## src/design/mspi_pkg.sv

```systemverilog
// Shared types, constants and the microcode table of the motor speed PI controller.
`default_nettype none
package mspi_pkg;

  localparam int INTEGRAL_WIDTH_DEF = 48;
  localparam int PWM_MAX_DEF        = 65535;

  // configuration port
  localparam int CFG_IDX_W  = 3;
  localparam int CFG_DATA_W = 32;

  localparam logic [CFG_IDX_W-1:0] REG_PROP_GAIN      = 3'd0;
  localparam logic [CFG_IDX_W-1:0] REG_INTEG_GAIN     = 3'd1;
  localparam logic [CFG_IDX_W-1:0] REG_TICK_PERIOD    = 3'd2;
  localparam logic [CFG_IDX_W-1:0] REG_COUNT_TO_SPEED = 3'd3;
  localparam logic [CFG_IDX_W-1:0] REG_MAX_TARGET     = 3'd4;

  localparam logic [30:0] TICK_PERIOD_RST    = 31'd16777;
  localparam logic [30:0] COUNT_TO_SPEED_RST = 31'd201061;

  typedef struct packed {
    logic [31:0] prop_gain;
    logic [31:0] integ_gain;
    logic [30:0] tick_period;
    logic [30:0] count_to_speed;
    logic [30:0] max_target;
  } cfg_regs_t;

  // multiplier operand selection
  localparam logic [2:0] MUL_NONE  = 3'd0;
  localparam logic [2:0] MUL_TGT   = 3'd1;  // max_target * speed_ratio
  localparam logic [2:0] MUL_MEAS  = 3'd2;  // encoder_count * count_to_speed
  localparam logic [2:0] MUL_DT    = 3'd3;  // error sum * tick_period
  localparam logic [2:0] MUL_KP    = 3'd4;  // prop_gain * error
  localparam logic [2:0] MUL_KI_LO = 3'd5;  // integ_gain * integral[31:0]
  localparam logic [2:0] MUL_KI_HI = 3'd6;  // integ_gain * integral >>> 32

  // accumulator operations
  localparam logic [1:0] ACC_NONE    = 2'd0;
  localparam logic [1:0] ACC_LOAD    = 2'd1;
  localparam logic [1:0] ACC_ADD     = 2'd2;
  localparam logic [1:0] ACC_ADD_HI  = 2'd3;  // add product shifted up 32

  // stall conditions: the step holds while the condition is true
  localparam logic [1:0] WC_NONE     = 2'd0;
  localparam logic [1:0] WC_NO_START = 2'd1;
  localparam logic [1:0] WC_OUT_BUSY = 2'd2;

  localparam int PC_W = 4;

  localparam logic [PC_W-1:0] STEP_WAIT   = 4'd0;
  localparam logic [PC_W-1:0] STEP_MUL_TR = 4'd1;
  localparam logic [PC_W-1:0] STEP_MUL_CM = 4'd2;
  localparam logic [PC_W-1:0] STEP_ERR    = 4'd3;
  localparam logic [PC_W-1:0] STEP_ESUM   = 4'd4;
  localparam logic [PC_W-1:0] STEP_MUL_DT = 4'd5;
  localparam logic [PC_W-1:0] STEP_INTEG  = 4'd6;
  localparam logic [PC_W-1:0] STEP_MUL_KP = 4'd7;
  localparam logic [PC_W-1:0] STEP_ACC_KP = 4'd8;
  localparam logic [PC_W-1:0] STEP_ACC_KL = 4'd9;
  localparam logic [PC_W-1:0] STEP_ACC_KH = 4'd10;
  localparam logic [PC_W-1:0] STEP_OUT    = 4'd11;

  typedef struct packed {
    logic [2:0]      mul_op;
    logic            ld_in;
    logic            ld_tgt;
    logic            ld_err;
    logic            ld_esum;
    logic            ld_integ;
    logic [1:0]      acc_op;
    logic            ld_out;
    logic [1:0]      wait_cond;
    logic            jmp;
    logic [PC_W-1:0] target;
  } ucode_word_t;

  typedef struct packed {
    ucode_word_t cw;
    logic        fire;  // step executes this cycle
  } seq_ctrl_t;

  function automatic ucode_word_t ucode_rom(input logic [PC_W-1:0] pc);
    ucode_word_t w;
    w = '0;
    case (pc)
      STEP_WAIT: begin
        w.wait_cond = WC_NO_START;
        w.ld_in     = 1'b1;
      end
      STEP_MUL_TR: w.mul_op = MUL_TGT;
      STEP_MUL_CM: begin
        w.ld_tgt = 1'b1;
        w.mul_op = MUL_MEAS;
      end
      STEP_ERR:    w.ld_err = 1'b1;
      STEP_ESUM:   w.ld_esum = 1'b1;
      STEP_MUL_DT: w.mul_op = MUL_DT;
      STEP_INTEG:  w.ld_integ = 1'b1;
      STEP_MUL_KP: w.mul_op = MUL_KP;
      STEP_ACC_KP: begin
        w.acc_op = ACC_LOAD;
        w.mul_op = MUL_KI_LO;
      end
      STEP_ACC_KL: begin
        w.acc_op = ACC_ADD;
        w.mul_op = MUL_KI_HI;
      end
      STEP_ACC_KH: w.acc_op = ACC_ADD_HI;
      STEP_OUT: begin
        w.wait_cond = WC_OUT_BUSY;
        w.ld_out    = 1'b1;
        w.jmp       = 1'b1;
        w.target    = STEP_WAIT;
      end
      default: begin
        w.jmp    = 1'b1;
        w.target = STEP_WAIT;
      end
    endcase
    return w;
  endfunction

endpackage
`default_nettype wire

```

## src/design/motor_speed_pi_controller.sv

```systemverilog
// Top level of the motor speed PI controller: config registers, sequencer, datapath, output register.
//
// Usage:
//   Input channel (in_valid/in_ready) carries one control tick per transaction:
//   encoder_count (signed counts seen this tick) and speed_ratio (signed Q1.15).
//   Output channel (out_valid/out_ready) returns one transaction per tick:
//   pwm_duty (0..PWM_MAX) and clamped (set when the PI sum was limited).
//   The config port writes one register per cycle while cfg_write_en is high;
//   cfg_index selects prop_gain, integ_gain, tick_period, count_to_speed,
//   max_target (0..4), other indexes are ignored. Write only while idle.
// Timing:
//   A 12-step microprogram drives one shared 33x33 multiplier, which sets the
//   rate: a new input is taken only after the program has passed all its steps
//   for the last one and loaded its result. in_ready is high only while the
//   program waits at its first step.
// Reset clears the integral and the previous error, loads the register
// defaults (about 1 ms period) and empties the output register. If the
// receiver stalls, the finished result holds in the output register and the
// program waits at its last step until that register frees up.
`default_nettype none
module motor_speed_pi_controller #(
  parameter int INTEGRAL_WIDTH = mspi_pkg::INTEGRAL_WIDTH_DEF,
  parameter int PWM_MAX        = mspi_pkg::PWM_MAX_DEF
) (
  input  wire logic                              clk,
  input  wire logic                              rst,
  // config write port
  input  wire logic                              cfg_write_en,
  input  wire logic [mspi_pkg::CFG_IDX_W-1:0]    cfg_index,
  input  wire logic [mspi_pkg::CFG_DATA_W-1:0]   cfg_data,
  // input channel
  input  wire logic                              in_valid,
  output logic                                   in_ready,
  input  wire logic signed [15:0]                encoder_count,
  input  wire logic signed [15:0]                speed_ratio,
  // output channel
  output logic                                   out_valid,
  input  wire logic                              out_ready,
  output logic [15:0]                            pwm_duty,
  output logic                                   clamped
);
  import mspi_pkg::*;

  cfg_regs_t   cfg;
  seq_ctrl_t   ctrl;
  logic        out_busy;
  logic [15:0] dp_duty;
  logic        dp_clamp;
  logic        out_load;

  // Configuration registers; unknown indexes fall through untouched.
  always_ff @(posedge clk) begin
    if (rst) begin
      cfg.prop_gain      <= '0;
      cfg.integ_gain     <= '0;
      cfg.tick_period    <= TICK_PERIOD_RST;
      cfg.count_to_speed <= COUNT_TO_SPEED_RST;
      cfg.max_target     <= '0;
    end else if (cfg_write_en) begin
      case (cfg_index)
        REG_PROP_GAIN:      cfg.prop_gain      <= cfg_data;
        REG_INTEG_GAIN:     cfg.integ_gain     <= cfg_data;
        REG_TICK_PERIOD:    cfg.tick_period    <= cfg_data[30:0];
        REG_COUNT_TO_SPEED: cfg.count_to_speed <= cfg_data[30:0];
        REG_MAX_TARGET:     cfg.max_target     <= cfg_data[30:0];
        default: ;
      endcase
    end
  end

  // Output slot is busy when it holds a result the receiver is not taking now.
  assign out_busy = out_valid && !out_ready;

  mspi_sequencer u_seq (
    .clk      (clk),
    .rst      (rst),
    .start    (in_valid),
    .out_busy (out_busy),
    .ctrl     (ctrl)
  );

  mspi_datapath #(
    .INTEGRAL_WIDTH (INTEGRAL_WIDTH),
    .PWM_MAX        (PWM_MAX)
  ) u_dp (
    .clk           (clk),
    .rst           (rst),
    .ctrl          (ctrl),
    .cfg           (cfg),
    .encoder_count (encoder_count),
    .speed_ratio   (speed_ratio),
    .duty          (dp_duty),
    .clamp         (dp_clamp)
  );

  // Ready only while the program sits at its wait-for-input step.
  assign in_ready = (ctrl.cw.wait_cond == WC_NO_START);
  assign out_load = ctrl.fire && ctrl.cw.ld_out;

  // Output register parts the datapath from the receiver.
  always_ff @(posedge clk) begin
    if (rst) begin
      out_valid <= 1'b0;
    end else if (out_load) begin
      out_valid <= 1'b1;
    end else if (out_ready) begin
      out_valid <= 1'b0;
    end
  end

  always_ff @(posedge clk) begin
    if (out_load) begin
      pwm_duty <= dp_duty;
      clamped  <= dp_clamp;
    end
  end

  // One transaction in flight: right after an input is taken, no other is.
  a_single_item: assert property (@(posedge clk) disable iff (rst)
    (in_valid && in_ready) |=> !in_ready)
    else $error("input taken while a tick is in progress");

  // A new result never overwrites one the receiver has not taken.
  a_no_overwrite: assert property (@(posedge clk) disable iff (rst)
    out_load |-> (!out_valid || out_ready))
    else $error("output register overwritten");

  // A clamped result sits at one of the two limits.
  a_clamp_limits: assert property (@(posedge clk) disable iff (rst)
    (out_valid && clamped) |-> (pwm_duty == 16'd0 || pwm_duty == 16'(PWM_MAX)))
    else $error("clamped duty not at a limit");

endmodule
`default_nettype wire

```

## src/design/mspi_sequencer.sv

```systemverilog
// Microcode sequencer: step counter, control store and stall/jump logic.
`default_nettype none
module mspi_sequencer (
  input  wire logic                clk,
  input  wire logic                rst,
  input  wire logic                start,
  input  wire logic                out_busy,
  output mspi_pkg::seq_ctrl_t      ctrl
);
  import mspi_pkg::*;

  logic [PC_W-1:0] pc;
  logic [PC_W-1:0] pc_next;
  ucode_word_t     cw;
  logic            stall;

  always_comb begin
    cw    = ucode_rom(pc);
    stall = ((cw.wait_cond == WC_NO_START) && !start) ||
            ((cw.wait_cond == WC_OUT_BUSY) && out_busy);
    if (stall) begin
      pc_next = pc;
    end else if (cw.jmp) begin
      pc_next = cw.target;
    end else begin
      pc_next = pc + PC_W'(1);
    end
  end

  always_ff @(posedge clk) begin
    if (rst) begin
      pc <= STEP_WAIT;
    end else begin
      pc <= pc_next;
    end
  end

  assign ctrl.cw   = cw;
  assign ctrl.fire = !stall;

endmodule
`default_nettype wire

```

## src/design/mspi_datapath.sv

```systemverilog
// Datapath: shared 33x33 multiplier, error/integral registers, accumulator and output clamp.
`default_nettype none
module mspi_datapath #(
  parameter int INTEGRAL_WIDTH = mspi_pkg::INTEGRAL_WIDTH_DEF,
  parameter int PWM_MAX        = mspi_pkg::PWM_MAX_DEF
) (
  input  wire logic                 clk,
  input  wire logic                 rst,
  input  wire mspi_pkg::seq_ctrl_t  ctrl,
  input  wire mspi_pkg::cfg_regs_t  cfg,
  input  wire logic signed [15:0]   encoder_count,
  input  wire logic signed [15:0]   speed_ratio,
  output logic             [15:0]   duty,
  output logic                      clamp
);
  import mspi_pkg::*;

  localparam int IW    = INTEGRAL_WIDTH;
  localparam int STW   = 41;                          // integral step width
  localparam int SW    = ((IW > STW) ? IW : STW) + 1; // saturating add width
  localparam int ACC_W = IW + 35;
  localparam int QW    = ACC_W - 32;

  localparam logic signed [SW-1:0] IMAX = {{(SW-IW+1){1'b0}}, {(IW-1){1'b1}}};
  localparam logic signed [SW-1:0] IMIN = ~IMAX;
  localparam logic signed [48:0]   ERR_MAX = 49'sd2147483647;
  localparam logic signed [48:0]   ERR_MIN = -49'sd2147483648;

  logic signed [15:0]      cnt_r;
  logic signed [15:0]      ratio_r;
  logic signed [65:0]      prod;
  logic signed [32:0]      tgt;
  logic signed [31:0]      err;
  logic signed [31:0]      prev_err;
  logic signed [32:0]      esum;
  logic signed [IW-1:0]    integ;
  logic signed [ACC_W-1:0] acc;

  logic signed [32:0]      mul_a;
  logic signed [32:0]      mul_b;
  logic signed [64:0]      integ_ext;
  logic signed [48:0]      diff;
  logic signed [31:0]      err_sat;
  logic signed [STW-1:0]   step;
  logic signed [SW-1:0]    integ_sum;
  logic signed [IW-1:0]    integ_next;
  logic signed [ACC_W-1:0] prod_ext;
  logic        [QW-1:0]    quot;

  assign integ_ext = 65'(integ);

  always_comb begin
    case (ctrl.cw.mul_op)
      MUL_TGT: begin
        mul_a = $signed({2'b00, cfg.max_target});
        mul_b = 33'(ratio_r);
      end
      MUL_MEAS: begin
        mul_a = 33'(cnt_r);
        mul_b = $signed({2'b00, cfg.count_to_speed});
      end
      MUL_DT: begin
        mul_a = esum;
        mul_b = $signed({2'b00, cfg.tick_period});
      end
      MUL_KP: begin
        mul_a = 33'($signed(cfg.prop_gain));
        mul_b = 33'(err);
      end
      MUL_KI_LO: begin
        mul_a = 33'($signed(cfg.integ_gain));
        mul_b = $signed({1'b0, integ_ext[31:0]});
      end
      MUL_KI_HI: begin
        mul_a = 33'($signed(cfg.integ_gain));
        mul_b = integ_ext[64:32];
      end
      default: begin
        mul_a = '0;
        mul_b = '0;
      end
    endcase
  end

  // error = target - measured, saturated to 32 bits
  always_comb begin
    diff = 49'(tgt) - $signed(prod[48:0]);
    if (diff > ERR_MAX) begin
      err_sat = 32'sh7FFFFFFF;
    end else if (diff < ERR_MIN) begin
      err_sat = 32'sh80000000;
    end else begin
      err_sat = diff[31:0];
    end
  end

  // trapezoid step, floor via arithmetic shift, then saturating integrate
  always_comb begin
    step      = prod[65:25];
    integ_sum = SW'(integ) + SW'(step);
    if (integ_sum > IMAX) begin
      integ_next = IMAX[IW-1:0];
    end else if (integ_sum < IMIN) begin
      integ_next = IMIN[IW-1:0];
    end else begin
      integ_next = integ_sum[IW-1:0];
    end
  end

  assign prod_ext = ACC_W'(prod);

  always_ff @(posedge clk) begin
    if (ctrl.fire && ctrl.cw.ld_in) begin
      cnt_r   <= encoder_count;
      ratio_r <= speed_ratio;
    end
    if (ctrl.cw.mul_op != MUL_NONE) begin
      prod <= mul_a * mul_b;
    end
    if (ctrl.cw.ld_tgt) begin
      tgt <= prod[47:15];
    end
    if (ctrl.cw.ld_err) begin
      err <= err_sat;
    end
    if (ctrl.cw.ld_esum) begin
      esum <= 33'(err) + 33'(prev_err);
    end
    case (ctrl.cw.acc_op)
      ACC_LOAD:   acc <= prod_ext;
      ACC_ADD:    acc <= acc + prod_ext;
      ACC_ADD_HI: acc <= acc + (prod_ext <<< 32);
      default:    acc <= acc;
    endcase
  end

  // controller state
  always_ff @(posedge clk) begin
    if (rst) begin
      prev_err <= '0;
      integ    <= '0;
    end else begin
      if (ctrl.cw.ld_esum) begin
        prev_err <= err;
      end
      if (ctrl.cw.ld_integ) begin
        integ <= integ_next;
      end
    end
  end

  // floor(sum / 2^32) clamped to 0..PWM_MAX
  always_comb begin
    quot = acc[ACC_W-1:32];
    if (acc[ACC_W-1]) begin
      duty  = '0;
      clamp = 1'b1;
    end else if (quot > QW'(PWM_MAX)) begin
      duty  = 16'(PWM_MAX);
      clamp = 1'b1;
    end else begin
      duty  = quot[15:0];
      clamp = 1'b0;
    end
  end

endmodule
`default_nettype wire
```

## config.mk

```make
export PLATFORM = sky130hd
export DESIGN_NAME = motor_speed_pi_controller
export DESIGN_NICKNAME = d
export VERILOG_FILES = /design/src/design/mspi_pkg.sv /design/src/design/motor_speed_pi_controller.sv /design/src/design/mspi_sequencer.sv /design/src/design/mspi_datapath.sv
export SDC_FILE = /design/constraint.sdc
export NUM_CORES = 2
export LEC_CHECK = 0
export ABC_CLOCK_PERIOD_IN_PS = 29000
export BUFFER_PORTS_ARGS = -buffer_cell sky130_fd_sc_hd__buf_2
export CAP_MARGIN = 0
export CELL_PAD_IN_SITES_DETAIL_PLACEMENT = 0
export CELL_PAD_IN_SITES_GLOBAL_PLACEMENT = 2
export CORE_ASPECT_RATIO = 1.75
export CORE_MARGIN = 2
export CORE_UTILIZATION = 45
export DETAILED_ROUTE_END_ITERATION = 12
export PLACE_DENSITY_LB_ADDON = 0.1
export RECOVER_POWER = 50
export SKIP_CTS_REPAIR_TIMING = 1
export SYNTH_ARGS = -nofsm -noshare
export SYNTH_HDL_FRONTEND = slang
export SYNTH_SLANG_ARGS = --single-unit
```

## constraint.sdc

```tcl
create_clock -name clk -period 29 [get_ports clk]
set_clock_uncertainty 0.15 [all_clocks]
set_input_delay 1.45 -clock clk [delete_from_list [all_inputs] [get_ports clk]]
set_output_delay 1.45 -clock clk [all_outputs]
set_load 0.03 [all_outputs]
```

==> results <==
- The worst hold path passes through 2 cells.
- Synthesis instantiated 94 different standard cells from the library.
- The final number of max-transition violations is 524.
- Setup violations remaining at the end of the flow were counted as 0.
- The number of top-level pins is 91.
- Row generation in the floorplan step produced 197 rows.
- OpenSTA, run right after detailed placement, puts the worst setup slack at 17.00 ns.
- For this run, the number of Yosys warnings is 0.
- The post-synthesis cell count is 8601.
- The beginning of the worst hold path is cfg[129].
- Sorting the synthesized cells by area gives the leading types as sky130_fd_sc_hd__fa_1, sky130_fd_sc_hd__edfxtp_1, sky130_fd_sc_hd__ha_1.
- The initial utilization of the core area, before any placement, comes to 0.453.
- The transition time of the tightest slew-check pin is 5.28 ns.
- Among the stages of the critical path, the cell type that occurs most often is sky130_fd_sc_hd__fa_1.
- The via count of the first global-routing pass came to 68500.
- After the first detailed-routing iteration, the DRC count stood at 5087.
- Tracing the worst setup path back leads to its startpoint at u_seq.pc[0].
- The dominant register cell in the synthesized netlist is sky130_fd_sc_hd__edfxtp_1.
- The combined global-route utilization of all metal layers is 0.397.
- The wire-length estimate of the detail-placed layout is 265 mm.
- The number of endpoints with negative hold slack in the final report is 0.
- The class of the tightest hold or removal check is reg -> reg.
- The count of state elements after synthesis is 538.
- Buffers inserted during clock tree synthesis total 59.
- The CTS root buffer is sky130_fd_sc_hd__clkbuf_16.
- Clock-pin slew was measured on the worst setup and hold paths at 0.07 ns.
- The switching component of the power is 4.28 mW.
- In this run the cell area of the synthesized design comes to 74500 µm².
- Of all flip-flops after synthesis, the portion carrying an async set or reset was 0.
- Of the total power, the share spent switching nets is 0.569.
- The number of vias after detailed routing is 64600.
- The placed instance count is 10600.
- The global-route congestion overflow total is 0.
- In this run the register-to-register setup slack is 16.89 ns.
- For this run, design rule violations remaining after detail routing come to 0.
- The area share of the leading cell type in the synthesized netlist is 0.309.
- For the worst setup path, the data arrival time is 12.44 ns.
- At the end of the flow, the number of nets in the layout was 10200.
- The initial antenna violation count is 25.
- Based on the critical path, the design can be clocked at up to 0.0826 GHz.
- The setup path with the least slack is of type reg -> reg.
- Counting cells, the worst reg-to-reg path comes to 32.
- Setup repair after global routing left no endpoint under its margin.
- Dividing total power by cell area gives a power density of 94.7 nW/µm².
- The global-route wire length before repair is 475 mm.
- The total number of H-tree levels is 2.
- At the later pin of the worst-skew pair, clock insertion delay measures 0.74 ns.
- The most frequent cell after synthesis is sky130_fd_sc_hd__nand2_1.
- The net count after synthesis is 10300.
- The largest fanout on the critical path is 47.
- In this run the worst setup path terminates at u_dp.prod[63].
- The worst pin sits at a relative slew slack of -2.52.
- Dividing the final minimum period by the clock period gives 0.417.
- The share of power burned in combinational logic is 0.719.
- The vertical extent of the die is 542 µm.
- After synthesis, the most frequently instantiated cells are sky130_fd_sc_hd__nand2_1, sky130_fd_sc_hd__inv_1, sky130_fd_sc_hd__fa_1.
- For this run, the share of the core covered by cells in the final layout is 0.484.
- The clock tree from TritonCTS is yes.
- The post-layout instance count excluding filler cells is 10700.
- The sequential cell fraction of total power is 0.168.
- The cell type of the slowest stage on the worst timing path is sky130_fd_sc_hd__fa_1.
- For the final routed database, the setup TNS stands at 0 ns.
- The endpoint of the most critical register-to-register path is u_dp.prod[63].
- Total power for the finished layout comes to 7.53 mW.
- Across all hold checks on the routed design, the worst slack comes to 0.303 ns.
- The number of sinks driven by the clock tree is 538.
- The pre-antenna-repair detailed-routing pass consisted of 9 iterations.
- The count of buffers from port buffering is 90.
- Of the cells placed in the final design, the portion with a size suffix greater than 1 is 0.0460.
- Data on the critical path is required at its endpoint by 29.33 ns.
- For this run, the register share of the synthesized area comes to 0.184.
- The horizontal die dimension is 312 µm.
- The final period demand of the worst path is 12.11 ns.
- The area of the core is 164000 µm².
- No sink is reached through more buffers than the 3 on the longest clock path.
- The die covers 169000 µm².
- The run finished, with violations left.
- IR analysis of the VDD net gives a maximum drop of 0.0828 mV.
- In this run the static leakage power is 36.2 nW.
- The cell taking the most area after synthesis is sky130_fd_sc_hd__fa_1.
- The stage delay of the slowest cell on the critical path is 0.98 ns.
- The final wirelength is 334 mm.
- The worst setup path is captured at a register.
- Across the run, the number of max-cap violations was 15.
- The synthesized design contains 296 enable-type register cells.
- Routability-driven placement finished with a final weighted congestion of 0.985.
- The mean routed wirelength per cell is 31.2 µm.
- Summing all non-filler instances in the final layout gives an area of 79500 µm².
- The setup slack of the critical path after layout is 16.89 ns.
- The startpoint identified for the worst register-to-register timing path is u_seq.pc[0].
- The worst setup path is launched from a register.
- Compared with the post-synthesis result, the final layout area differs by 6.76%.
- The clock power share is 0.113.
- The checks that failed: capacitance limit, slew limit.
- The synthesized area per cell is 8.66 µm².
- The placed instance area is 77600 µm².
- The cell-internal power is 3.25 mW.
- The final antenna-violating net count is 0.
- The pin count of the biggest net entering global routing is 87.
- The average via count per standard cell is 6.02.
==> state kept, by name (all words and copies together) (netlist names) <==
signal and cells:
clamped 1, out_valid 1, u_dp.ratio_r 16, u_dp.esum 33, u_dp.err 32, u_dp.integ 48, u_dp.cnt_r 16, pwm_duty 16
u_dp.acc 83, u_seq.pc 4, u_dp.prod 66, u_dp.tgt 33, cfg 157, u_dp.prev_err 32
==> cell families (layout without fill, tap and decap cells) <==
kind of cell | Yosys count | after routing | synth area share
xor+xnor | 289 | 289 | 0.0340
mux | 10 | 10 | 0.00138
fa+ha+maj | 1634 | 1634 | 0.390
buf+inv | 1742 | 1661 | 0.0885
flops | 538 | 538 | 0.184
simple gates | 2767 | 2767 | 0.160
other cells | 0 | 19 | 0
compound gates | 1621 | 1621 | 0.141
==> how the worst min path moves through the flow <==
stage,end
after floorplan,cfg[125]
after global placement,cfg[125]
after detailed placement,cfg[138]
after CTS,cfg[138]
after global routing,cfg[21]
final,cfg[129]
==> routing by layer <==
layer | global-route usage | wire (µm) | up-vias
met5 | 0 | 80 | -
met4 | 0.437 | 45900 | 10
met3 | 0.0703 | 20000 | 1415
met2 | 0.711 | 169000 | 2812
met1 | 0.359 | 99700 | 32600
li1 | - | - | 27800
==> worst max-delay path, delay by kind of cell (launching register included) <==
kind / cells / cell delay (ns)
adder cells (fa/ha/maj): 10 / 5.76
AND/OR/NAND/NOR: 6 / 2.12
buffers and inverters: 9 / 1.82
AO/OA/AOI/OAI: 7 / 1.50
flip-flops: 1 / 0.34
==> power groups by stage <==
| stage | Combinational, mW | Clock (mW) | Sequential [mW] |
|---|---|---|---|
| detailed placement | 5.31 | 0 | 1.26 |
| finish | 5.41 | 0.851 | 1.27 |
| CTS | 5.35 | 0.859 | 1.25 |
| floorplan | 3.33 | 0 | 1.12 |
| global placement | 5.28 | 0 | 1.27 |
| global route | 5.81 | 0.887 | 1.26 |
==> cells in the final DEF (no fill, tap or decap), types with 58 or more instances in the layout <==
cell type                   instances
sky130_fd_sc_hd__a211oi_1          90
sky130_fd_sc_hd__a21o_1           171
sky130_fd_sc_hd__a21oi_1          552
sky130_fd_sc_hd__and2_1            73
sky130_fd_sc_hd__and3_1            58
sky130_fd_sc_hd__buf_2             64
sky130_fd_sc_hd__buf_4            132
sky130_fd_sc_hd__clkbuf_1          77
sky130_fd_sc_hd__clkbuf_16         61
sky130_fd_sc_hd__dfxtp_1          242
sky130_fd_sc_hd__edfxtp_1         296
sky130_fd_sc_hd__fa_1            1150
sky130_fd_sc_hd__ha_1             483
sky130_fd_sc_hd__inv_1           1288
sky130_fd_sc_hd__nand2_1         1362
sky130_fd_sc_hd__nand3_1          105
sky130_fd_sc_hd__nand4_1           74
sky130_fd_sc_hd__nor2_1           778
sky130_fd_sc_hd__nor3_1            75
sky130_fd_sc_hd__o21ai_0          232
sky130_fd_sc_hd__xnor2_1          184
sky130_fd_sc_hd__xor2_1           105
==> cell type report <==
class | count | area (µm²)
Fill cell | 16200 | 84900
Multi-Input combinational cell | 6321 | 54500
Sequential cell | 538 | 13700
Inverter | 1292 | 4850
Tap cell | 2189 | 2740
Clock buffer | 85 | 1700
Timing Repair Buffer | 257 | 1540
Clock inverter | 27 | 414
Antenna cell | 19 | 47.5
No activity file was read; power rests on OpenSTA's default activity.
